$ cat config.mk
export PLATFORM = sky130hd
export DESIGN_NAME = ffa_engine
export DESIGN_NICKNAME = d
export VERILOG_FILES = /design/src/hdl/ffa_pkg.sv /design/src/hdl/ffa_engine.sv
export VERILOG_INCLUDE_DIRS = /design/src /design/src/hdl
export SDC_FILE = /design/constraint.sdc
export NUM_CORES = 1
export LEC_CHECK = 0
export ABC_AREA = 1
export BUFFER_PORTS_ARGS = -buffer_cell sky130_fd_sc_hd__buf_2
export CORE_MARGIN = 2
export CORE_UTILIZATION = 50
export CTS_CLUSTER_DIAMETER = 80
export DETAILED_ROUTE_END_ITERATION = 12
export PLACE_DENSITY = 0.74
export SYNTH_ARGS = -nofsm -noshare
export SYNTH_HDL_FRONTEND = slang
export SYNTH_SLANG_ARGS = --single-unit
$ cat constraint.sdc
create_clock -name i_clk -period 11.1 [get_ports i_clk]
set_input_delay 0.555 -clock i_clk [delete_from_list [all_inputs] [get_ports i_clk]]
set_output_delay 0.555 -clock i_clk [all_outputs]
set_load 0.01 [all_outputs]
$ cat src/hdl/first_fit_arena_heap_allocator_defines.svh
// Assertion macros used by the allocator RTL.
// No dependencies; included by ffa_engine, which carries concurrent checks.
`ifndef FIRST_FIT_ARENA_HEAP_ALLOCATOR_DEFINES_SVH
`define FIRST_FIT_ARENA_HEAP_ALLOCATOR_DEFINES_SVH

// Checked only outside reset.
`define FFA_ASSERT(lbl, prop, msg) \
    lbl: assert property (@(posedge i_clk) disable iff (!i_rst_n) (prop)) else $error(msg);

// Checked at every edge, reset included.
`define FFA_ASSERT_ALWAYS(lbl, prop, msg) \
    lbl: assert property (@(posedge i_clk) (prop)) else $error(msg);

`endif

$ cat src/hdl/ffa_pkg.sv
// Shared types and constants for the first-fit arena heap allocator.
// No dependencies.
package ffa_pkg;

    localparam int ADDR_BITS  = 16;
    localparam int REQ_BITS   = 15;
    localparam int HEAP_BYTES = 16384;
    localparam int SLOT_BITS  = $clog2(HEAP_BYTES);
    localparam int MAX_ARENAS = 8;
    localparam int LVL_BITS   = $clog2(MAX_ARENAS);
    localparam int ENTRY_BITS = REQ_BITS + ADDR_BITS;   // {next, size}

    localparam logic [ADDR_BITS-1:0] HDR_BYTES = ADDR_BITS'(4);
    localparam logic [ADDR_BITS-1:0] ARENA_REC = ADDR_BITS'(8);

    typedef enum logic [2:0] {
        K_ALLOC = 3'd0,
        K_FREE  = 3'd1,
        K_ENTER = 3'd2,
        K_LEAVE = 3'd3,
        K_RESET = 3'd4
    } t_kind;

    typedef enum logic [1:0] {
        ST_OK        = 2'd0,
        ST_OOM       = 2'd1,
        ST_NEST_FULL = 2'd2,
        ST_LEAVE_IGN = 2'd3
    } t_status;

    typedef enum logic [2:0] {
        S_IDLE,
        S_WALK,
        S_BUMP,
        S_FREE,
        S_DONE
    } t_state;

    typedef struct packed {
        logic [ADDR_BITS-1:0] base;
        logic [ADDR_BITS-1:0] limit;
    } t_cfg;

    typedef struct packed {
        logic [2:0]           kind;
        logic [REQ_BITS-1:0]  req;
        logic [ADDR_BITS-1:0] addr;
    } t_item;

    typedef struct packed {
        logic [ADDR_BITS-1:0] addr;
        t_status              status;
        logic [ADDR_BITS-1:0] heap_end;
    } t_result;

    typedef struct packed {
        logic                  we;
        logic                  re;
        logic [SLOT_BITS-1:0]  slot;
        logic [ENTRY_BITS-1:0] wdata;
    } t_mem_req;

endpackage

$ cat src/hdl/ffa_engine.sv
// Allocator sequencer: arena state, free-list walk, bump and free paths.
// Depends on ffa_pkg and the macro header; drives the chunk store through the memory request struct.
`include "first_fit_arena_heap_allocator_defines.svh"
module ffa_engine
    import ffa_pkg::*;
(
    input  logic                  i_clk,
    input  logic                  i_rst_n,
    input  t_cfg                  i_cfg,
    input  logic                  i_valid,
    output logic                  o_ready,
    input  t_item                 i_item,
    input  logic                  i_out_free,
    output logic                  o_done,
    output t_result               o_res,
    output t_mem_req              o_mem,
    input  logic [ENTRY_BITS-1:0] i_mem_rdata
);

    t_state                r_state, n_state;
    logic [2:0]            r_kind;
    logic [REQ_BITS-1:0]   r_req, n_req;
    logic [ADDR_BITS-1:0]  r_addr, n_addr;
    logic [ADDR_BITS-1:0]  r_cur, n_cur;
    logic [ADDR_BITS-1:0]  r_prev, n_prev;
    logic [REQ_BITS-1:0]   r_prev_size, n_prev_size;
    logic                  r_have_prev, n_have_prev;
    logic [SLOT_BITS-1:0]  r_cnt, n_cnt;
    logic [ADDR_BITS-1:0]  r_top, n_top;
    logic [LVL_BITS-1:0]   r_lvl, n_lvl;
    logic [ADDR_BITS-1:0]  r_heads [MAX_ARENAS];
    logic [ADDR_BITS-1:0]  n_heads [MAX_ARENAS];
    logic [ADDR_BITS-1:0]  r_bases [MAX_ARENAS];
    logic [ADDR_BITS-1:0]  n_bases [MAX_ARENAS];
    t_result               r_res, n_res;

    logic [REQ_BITS-1:0]   rd_size;
    logic [ADDR_BITS-1:0]  rd_next;
    logic [ADDR_BITS:0]    bump_end;
    logic [ADDR_BITS-1:0]  free_chunk;
    logic [ADDR_BITS-1:0]  free_end;
    logic [LVL_BITS-1:0]   lvl_up;
    logic                  walk_last;

    assign rd_size    = i_mem_rdata[REQ_BITS-1:0];
    assign rd_next    = i_mem_rdata[ENTRY_BITS-1:REQ_BITS];
    assign bump_end   = {1'b0, r_top} + {{(ADDR_BITS+1-REQ_BITS){1'b0}}, r_req}
                      + {1'b0, HDR_BYTES};
    assign free_chunk = i_item.addr - HDR_BYTES;
    assign free_end   = r_addr + HDR_BYTES + {{(ADDR_BITS-REQ_BITS){1'b0}}, rd_size};
    assign lvl_up     = r_lvl + LVL_BITS'(1);
    assign walk_last  = (rd_next == '0) || (r_cnt == SLOT_BITS'(HEAP_BYTES - 1));

    assign o_ready = (r_state == S_IDLE);
    assign o_res   = r_res;

    // next state
    always_comb begin
        n_state = r_state;
        unique case (r_state)
            S_IDLE: begin
                if (i_valid) begin
                    if (i_item.kind == K_ALLOC) begin
                        n_state = (r_heads[r_lvl] != '0) ? S_WALK : S_BUMP;
                    end else if (i_item.kind == K_FREE) begin
                        n_state = S_FREE;
                    end else begin
                        n_state = S_DONE;
                    end
                end
            end
            S_WALK: begin
                if (rd_size >= r_req) begin
                    n_state = S_DONE;
                end else if (walk_last) begin
                    n_state = S_BUMP;
                end
            end
            S_BUMP: n_state = S_DONE;
            S_FREE: n_state = S_DONE;
            S_DONE: begin
                if (i_out_free) begin
                    n_state = S_IDLE;
                end
            end
            default: n_state = S_IDLE;
        endcase
    end

    // datapath and memory requests
    always_comb begin
        n_req       = r_req;
        n_addr      = r_addr;
        n_cur       = r_cur;
        n_prev      = r_prev;
        n_prev_size = r_prev_size;
        n_have_prev = r_have_prev;
        n_cnt       = r_cnt;
        n_top       = r_top;
        n_lvl       = r_lvl;
        n_heads     = r_heads;
        n_bases     = r_bases;
        n_res       = r_res;
        o_mem       = '0;
        o_done      = 1'b0;

        unique case (r_state)
            S_IDLE: begin
                if (i_valid) begin
                    n_req = i_item.req;
                    n_res = '{addr: '0, status: ST_OK, heap_end: r_top};
                    unique case (i_item.kind)
                        K_ALLOC: begin
                            n_cur       = r_heads[r_lvl];
                            n_have_prev = 1'b0;
                            n_cnt       = '0;
                            o_mem.re    = (r_heads[r_lvl] != '0);
                            o_mem.slot  = r_heads[r_lvl][SLOT_BITS-1:0];
                        end
                        K_FREE: begin
                            n_addr     = free_chunk;
                            o_mem.re   = 1'b1;
                            o_mem.slot = free_chunk[SLOT_BITS-1:0];
                        end
                        K_ENTER: begin
                            if (r_lvl == LVL_BITS'(MAX_ARENAS - 1)) begin
                                n_res.status = ST_NEST_FULL;
                            end else begin
                                n_lvl            = lvl_up;
                                n_bases[lvl_up]  = r_top;
                                n_heads[lvl_up]  = '0;
                                n_top            = r_top + ARENA_REC;
                                n_res.heap_end   = r_top + ARENA_REC;
                            end
                        end
                        K_LEAVE: begin
                            if (r_lvl == '0) begin
                                n_res.status = ST_LEAVE_IGN;
                            end else begin
                                n_top          = r_bases[r_lvl];
                                n_lvl          = r_lvl - LVL_BITS'(1);
                                n_res.heap_end = r_bases[r_lvl];
                            end
                        end
                        K_RESET: begin
                            for (int i = 0; i < MAX_ARENAS; i++) begin
                                n_heads[i] = '0;
                                n_bases[i] = '0;
                            end
                            n_bases[0]     = i_cfg.base;
                            n_lvl          = '0;
                            n_top          = i_cfg.base + ARENA_REC;
                            n_res.heap_end = i_cfg.base + ARENA_REC;
                        end
                        default: ;  // unused kinds: no change, zero address
                    endcase
                end
            end
            S_WALK: begin
                if (rd_size >= r_req) begin
                    // first fit: unlink without splitting
                    if (!r_have_prev) begin
                        n_heads[r_lvl] = rd_next;
                    end else begin
                        o_mem.we    = 1'b1;
                        o_mem.slot  = r_prev[SLOT_BITS-1:0];
                        o_mem.wdata = {rd_next, r_prev_size};
                    end
                    n_res = '{addr: r_cur + HDR_BYTES, status: ST_OK, heap_end: r_top};
                end else begin
                    n_prev      = r_cur;
                    n_prev_size = rd_size;
                    n_have_prev = 1'b1;
                    n_cnt       = r_cnt + SLOT_BITS'(1);
                    n_cur       = rd_next;
                    o_mem.re    = !walk_last;
                    o_mem.slot  = rd_next[SLOT_BITS-1:0];
                end
            end
            S_BUMP: begin
                if (bump_end > {1'b0, i_cfg.limit}) begin
                    n_res = '{addr: '0, status: ST_OOM, heap_end: r_top};
                end else begin
                    o_mem.we    = 1'b1;
                    o_mem.slot  = r_top[SLOT_BITS-1:0];
                    o_mem.wdata = {{ADDR_BITS{1'b0}}, r_req};
                    n_top       = bump_end[ADDR_BITS-1:0];
                    n_res       = '{addr: r_top + HDR_BYTES, status: ST_OK,
                                    heap_end: bump_end[ADDR_BITS-1:0]};
                end
            end
            S_FREE: begin
                if (free_end == r_top) begin
                    n_top          = r_addr;
                    n_res.heap_end = r_addr;
                end else if (r_addr != '0) begin
                    // push onto the head of this level's list
                    o_mem.we       = 1'b1;
                    o_mem.slot     = r_addr[SLOT_BITS-1:0];
                    o_mem.wdata    = {r_heads[r_lvl], rd_size};
                    n_heads[r_lvl] = r_addr;
                end
            end
            S_DONE: o_done = i_out_free;
            default: ;
        endcase
    end

    // heap_base resets to zero, so the outermost record sits at 0 and the end at 8
    always_ff @(posedge i_clk) begin
        if (!i_rst_n) begin
            r_state <= S_IDLE;
            r_top   <= ARENA_REC;
            r_lvl   <= '0;
            for (int i = 0; i < MAX_ARENAS; i++) begin
                r_heads[i] <= '0;
                r_bases[i] <= '0;
            end
        end else begin
            r_state <= n_state;
            r_top   <= n_top;
            r_lvl   <= n_lvl;
            r_heads <= n_heads;
            r_bases <= n_bases;
        end
    end

    always_ff @(posedge i_clk) begin
        if (o_ready && i_valid) begin
            r_kind <= i_item.kind;
        end
        r_req       <= n_req;
        r_addr      <= n_addr;
        r_cur       <= n_cur;
        r_prev      <= n_prev;
        r_prev_size <= n_prev_size;
        r_have_prev <= n_have_prev;
        r_cnt       <= n_cnt;
        r_res       <= n_res;
    end

    // A single port: a read and a write never share a cycle.
    `FFA_ASSERT_ALWAYS(a_one_access, !(o_mem.we && o_mem.re), "chunk store read and write collide")
    // A walk only runs for an allocate.
    `FFA_ASSERT(a_walk_kind, (r_state == S_WALK) |-> (r_kind == K_ALLOC), "walk outside allocate")
    // An out of memory result never carries a pointer.
    `FFA_ASSERT(a_oom_zero, (o_done && r_res.status == ST_OOM) |-> (r_res.addr == '0), "pointer on oom")
    // Handing off a result frees the engine at the next edge.
    `FFA_ASSERT(a_done_idle, o_done |=> (r_state == S_IDLE), "engine stuck after handoff")

endmodule

==> impl_metrics.csv <==
group,metric,value,unit
clocking,clkTransAtPathRegs,60,ps
logic_synthesis,synthXorXnorAreaFrac,1.46,%
timing,worstMarginPinSlew,1230,ps
power,p_switching,3.23,mW
detailed_routing,detail-route-antenna-nets,0,
clocking,clkSinkCount,403,
power,seqPwrFrac,31.6,%
logic_synthesis,synthTopCellsByArea,"dfxtp_1 (22%), edfxtp_1 (15%), nand2_1 (14%), a21oi_1 (7.3%), nor2_1 (5.1%)",
timing,fin_skew,18.9,ps
logic_synthesis,synth_top_family_by_area,"simple AND/OR/NAND/NOR gates",
power,internal_power,3.99,mW
logic_synthesis,synth.avg_cell_area,7.09,sq um
timing,min_period,6660,ps
critical_path,rr_worst_depth,22,
floorplanning,core-area,51200,sq um
clocking,clkLatencyLatePin,600,ps
clocking,cts_resized,0,
critical_path,cp.required,10550,ps
timing,min_period_over_period,60.0,%
critical_path,r2r-start,"r_top[1]",
global_routing,grt_max_degree,207,
detailed_routing,met2_length,41.7,mm
detailed_routing,vias,26400,
clocking,hold_buffers,0,
logic_synthesis,synth_edf_count,125,
final_layout,syn_to_final_growth,10.8,%
detailed_routing,wl,94.7,mm
placement,gp_congestion,1.05,
clocking,cts_tree,"built",
logic_synthesis,postSynthCellCount,3638,
timing,rsz0062_at_grt,"no",
timing,slew_viol_final,0,
logic_synthesis,syn-num-nets,3841,
logic_synthesis,synth_compound_area_share,17.4,%
logic_synthesis,synthesis.area,25800,sq um
global_routing,grt-ovfl-total,0,
critical_path,r2r-end,"o_res[19]",
critical_path,cp-end-kind,"primary output",
detailed_routing,wire_per_inst,21.3,um
critical_path,arrival,6100,ps
clocking,cts_setup_buffers,0,
final_layout,final_area,28600,sq um
final_layout,final_util,55.8,%
global_routing,grt_usage,34.3,%
final_layout,nNetsFinal,3925,
clocking,cts_buffer_depth,3,
power,peakVddDrop,196,uV
floorplanning,io_pins,184,
final_layout,drive_gt1_share,12.9,%
placement,dpl_cell_area,27000,sq um
critical_path,r2r_setup_slack,5670,ps
detailed_routing,drt-pass1-iter-count,6,
global_routing,grt_pass1_vias,23100,
timing,final-hold-violation-count,0,
logic_synthesis,synth_ff_type,"dfxtp_1",
detailed_routing,highest_layer,"met5",
outcome,status,"complete, no violations",
critical_path,cp_max_fo,29,
logic_synthesis,synthTopCellsByCount,"nand2_1 (963), a21oi_1 (378), nor2_1 (348), inv_1 (337), dfxtp_1 (278)",
power,clockPowerShare,21.7,%
floorplanning,die_h,231,um
timing,setup_viol,0,
logic_synthesis,synth_warnings,0,
critical_path,path_class,"flip-flop to primary output",
detailed_routing,met1_length,38.0,mm
floorplanning,die-area,53400,sq um
logic_synthesis,yosysUniqueCellTypes,54,
placement,hpwl,66.3,mm
clocking,numCtsBuffers,46,
critical_path,cp-start-kind,"flip-flop",
logic_synthesis,synth.top_cell.area_share,21.6,%
clocking,htree_levels,2,
detailed_routing,dr_wl_met3,9.51,mm
logic_synthesis,synth_fa_ha_area_share,5.01,%
flow_run,max_cap_violations,0,
hold_path,min-delay-start,"i_item[25]",
hold_path,whs_path_depth,1,
detailed_routing,viasPerCell,5.94,
power,p_per_area,253,nW/um^2
hold_path,min_path_type,"input pin to flip-flop",
logic_synthesis,synthSimpleGateAreaFrac,30.7,%
logic_synthesis,yosysSeqAreaShare,36.1,%
global_routing,antenna_found_initial,1,
timing,setup_tns,0,ps
detailed_routing,first_iter_violations,3562,
floorplanning,rows,83,
logic_synthesis,yosys.area.top_type,"dfxtp_1",
clocking,cts-root-buf,"clkbuf_16",
global_routing,grt_pass1_wl,140,mm
logic_synthesis,muxShareOfSynthArea,0,%
logic_synthesis,async_flop_share,0,%
timing,slew_headroom,17.6,%
power,p_comb_share,46.7,%
logic_synthesis,synth_most_common_cell,"nand2_1",
detailed_routing,drc,0,
power,switching_share,44.8,%
timing,fin_hold_ws,143,ps
floorplanning,start_util,50.4,%
hold_path,hold-path-endpoint,"r_req[9]",
timing,fmax,0.150,GHz
floorplanning,dieWidth,231,um
logic_synthesis,synth-seq-cells,403,
power,p_leak,12.2,nW
placement,portBuffers,183,
==> cells by family (layout without fill, tap and decap cells) <==
family | after synthesis | in the layout
compound gates | 778 | 778
xor+xnor | 43 | 43
fa+ha+maj | 102 | 102
buf+inv | 557 | 678
flops | 403 | 403
other cells | 0 | 1
simple gates | 1755 | 1755
==> power groups by stage <==
stage / clock [mW] / sequential (mW) / combinational [mW]
final: 1.56 / 2.28 / 3.37
after global routing: 1.62 / 2.31 / 3.70
after CTS: 1.57 / 2.27 / 3.30
after detailed placement: 0 / 2.29 / 3.28
after global placement: 0 / 2.29 / 3.26
after floorplan: 0 / 2.23 / 2.30
==> worst max path at each step <==
stage	startpoint	end	slack, ps
3_5_place_dp	r_top[1]	o_mem[31]	5110
3_3_place_gp	r_top[1]	o_mem[31]	5120
4_1_cts	r_top[1]	o_mem[31]	4490
5_1_grt	r_top[1]	o_mem[32]	4030
6_report	r_top[1]	o_mem[31]	4440
2_1_floorplan	r_top[1]	o_mem[10]	6450
==> area by class of cell <==
cell class,count,area (sq um)
inverters,361,1360
flip-flops and latches,403,9320
well taps,680,851
clock inverters,16,141
clock buffers,69,1400
multi-input cells,2678,14200
repair buffers,232,1300
diodes,1,2.50
fillers,4928,22600
==> stage by stage <==
stage	std cells	power (mW)	worst slack (ps)
5_1_grt	4439	7.63	4030
3_5_place_dp	4354	5.57	5110
3_3_place_gp	4354	5.55	5120
4_1_cts	4439	7.13	4490
2_1_floorplan	3638	4.53	6450
6_report	4440	7.21	4440
==> placed cells by master, fill, tap and decap left out, types with 7 or more instances in the layout <==
| cell type | count |
|---|---|
| buf_2 | 182 |
| o21bai_1 | 13 |
| clkinv_1 | 10 |
| a22oi_1 | 117 |
| nor2_1 | 347 |
| nor3_1 | 41 |
| clkbuf_1 | 8 |
| nor2_2 | 12 |
| nand4_1 | 80 |
| nor4_1 | 13 |
| o22ai_1 | 83 |
| or2_2 | 13 |
| clkbuf_16 | 48 |
| dfxtp_1 | 278 |
| inv_1 | 337 |
| a211oi_1 | 16 |
| nor3_2 | 10 |
| nand3_1 | 143 |
| o211ai_1 | 23 |
| clkinv_2 | 10 |
| xnor2_1 | 12 |
| nand3_2 | 103 |
| xor2_1 | 31 |
| edfxtp_1 | 125 |
| o21ai_0 | 119 |
| a21oi_1 | 377 |
| nand2_1 | 963 |
| a31oi_1 | 7 |
| buf_4 | 49 |
| ha_1 | 100 |
| nand2_2 | 8 |
| inv_2 | 13 |
| clkbuf_8 | 12 |
==> registers in the layout, summed over array words and instances, names as in the netlist <==
| name | count |
|---|---|
| o_res | 34 |
| r_prev | 14 |
| r_state | 3 |
| r_cnt | 14 |
| r_prev_size | 15 |
| r_heads | 128 |
| r_cur | 16 |
| r_req | 15 |
| r_bases | 128 |
| r_lvl | 3 |
| r_addr | 16 |
| r_top | 16 |
| r_have_prev | 1 |
==> worst max-delay path, cell delays in order (launching register included) <==
cell and delay, ps:
dfxtp_1 610, ha_1 330, ha_1 220, fa_1 460, nand3_1 90, nand2_1 110
a21boi_0 440, inv_1 80, nand3_1 80, nand2_1 60, or2_2 270, nand2_1 110
inv_1 50, ha_1 320, nand4_1 90, nor4_1 290, nand3_1 310, nand2_2 360
nand2_1 80, buf_4 250, inv_2 380, nand2_1 150, nand4_1 170, buf_2 150
==> per-layer routing <==
layer | vias to the layer above | GRT usage (%)
met2 | 1508 | 53.3
met4 | 2 | 17.7
met5 | - | 0
met3 | 277 | 5.57
li1 | 12400 | -
met1 | 12200 | 46.0
Note: power is estimated with default switching activity, not from simulation.
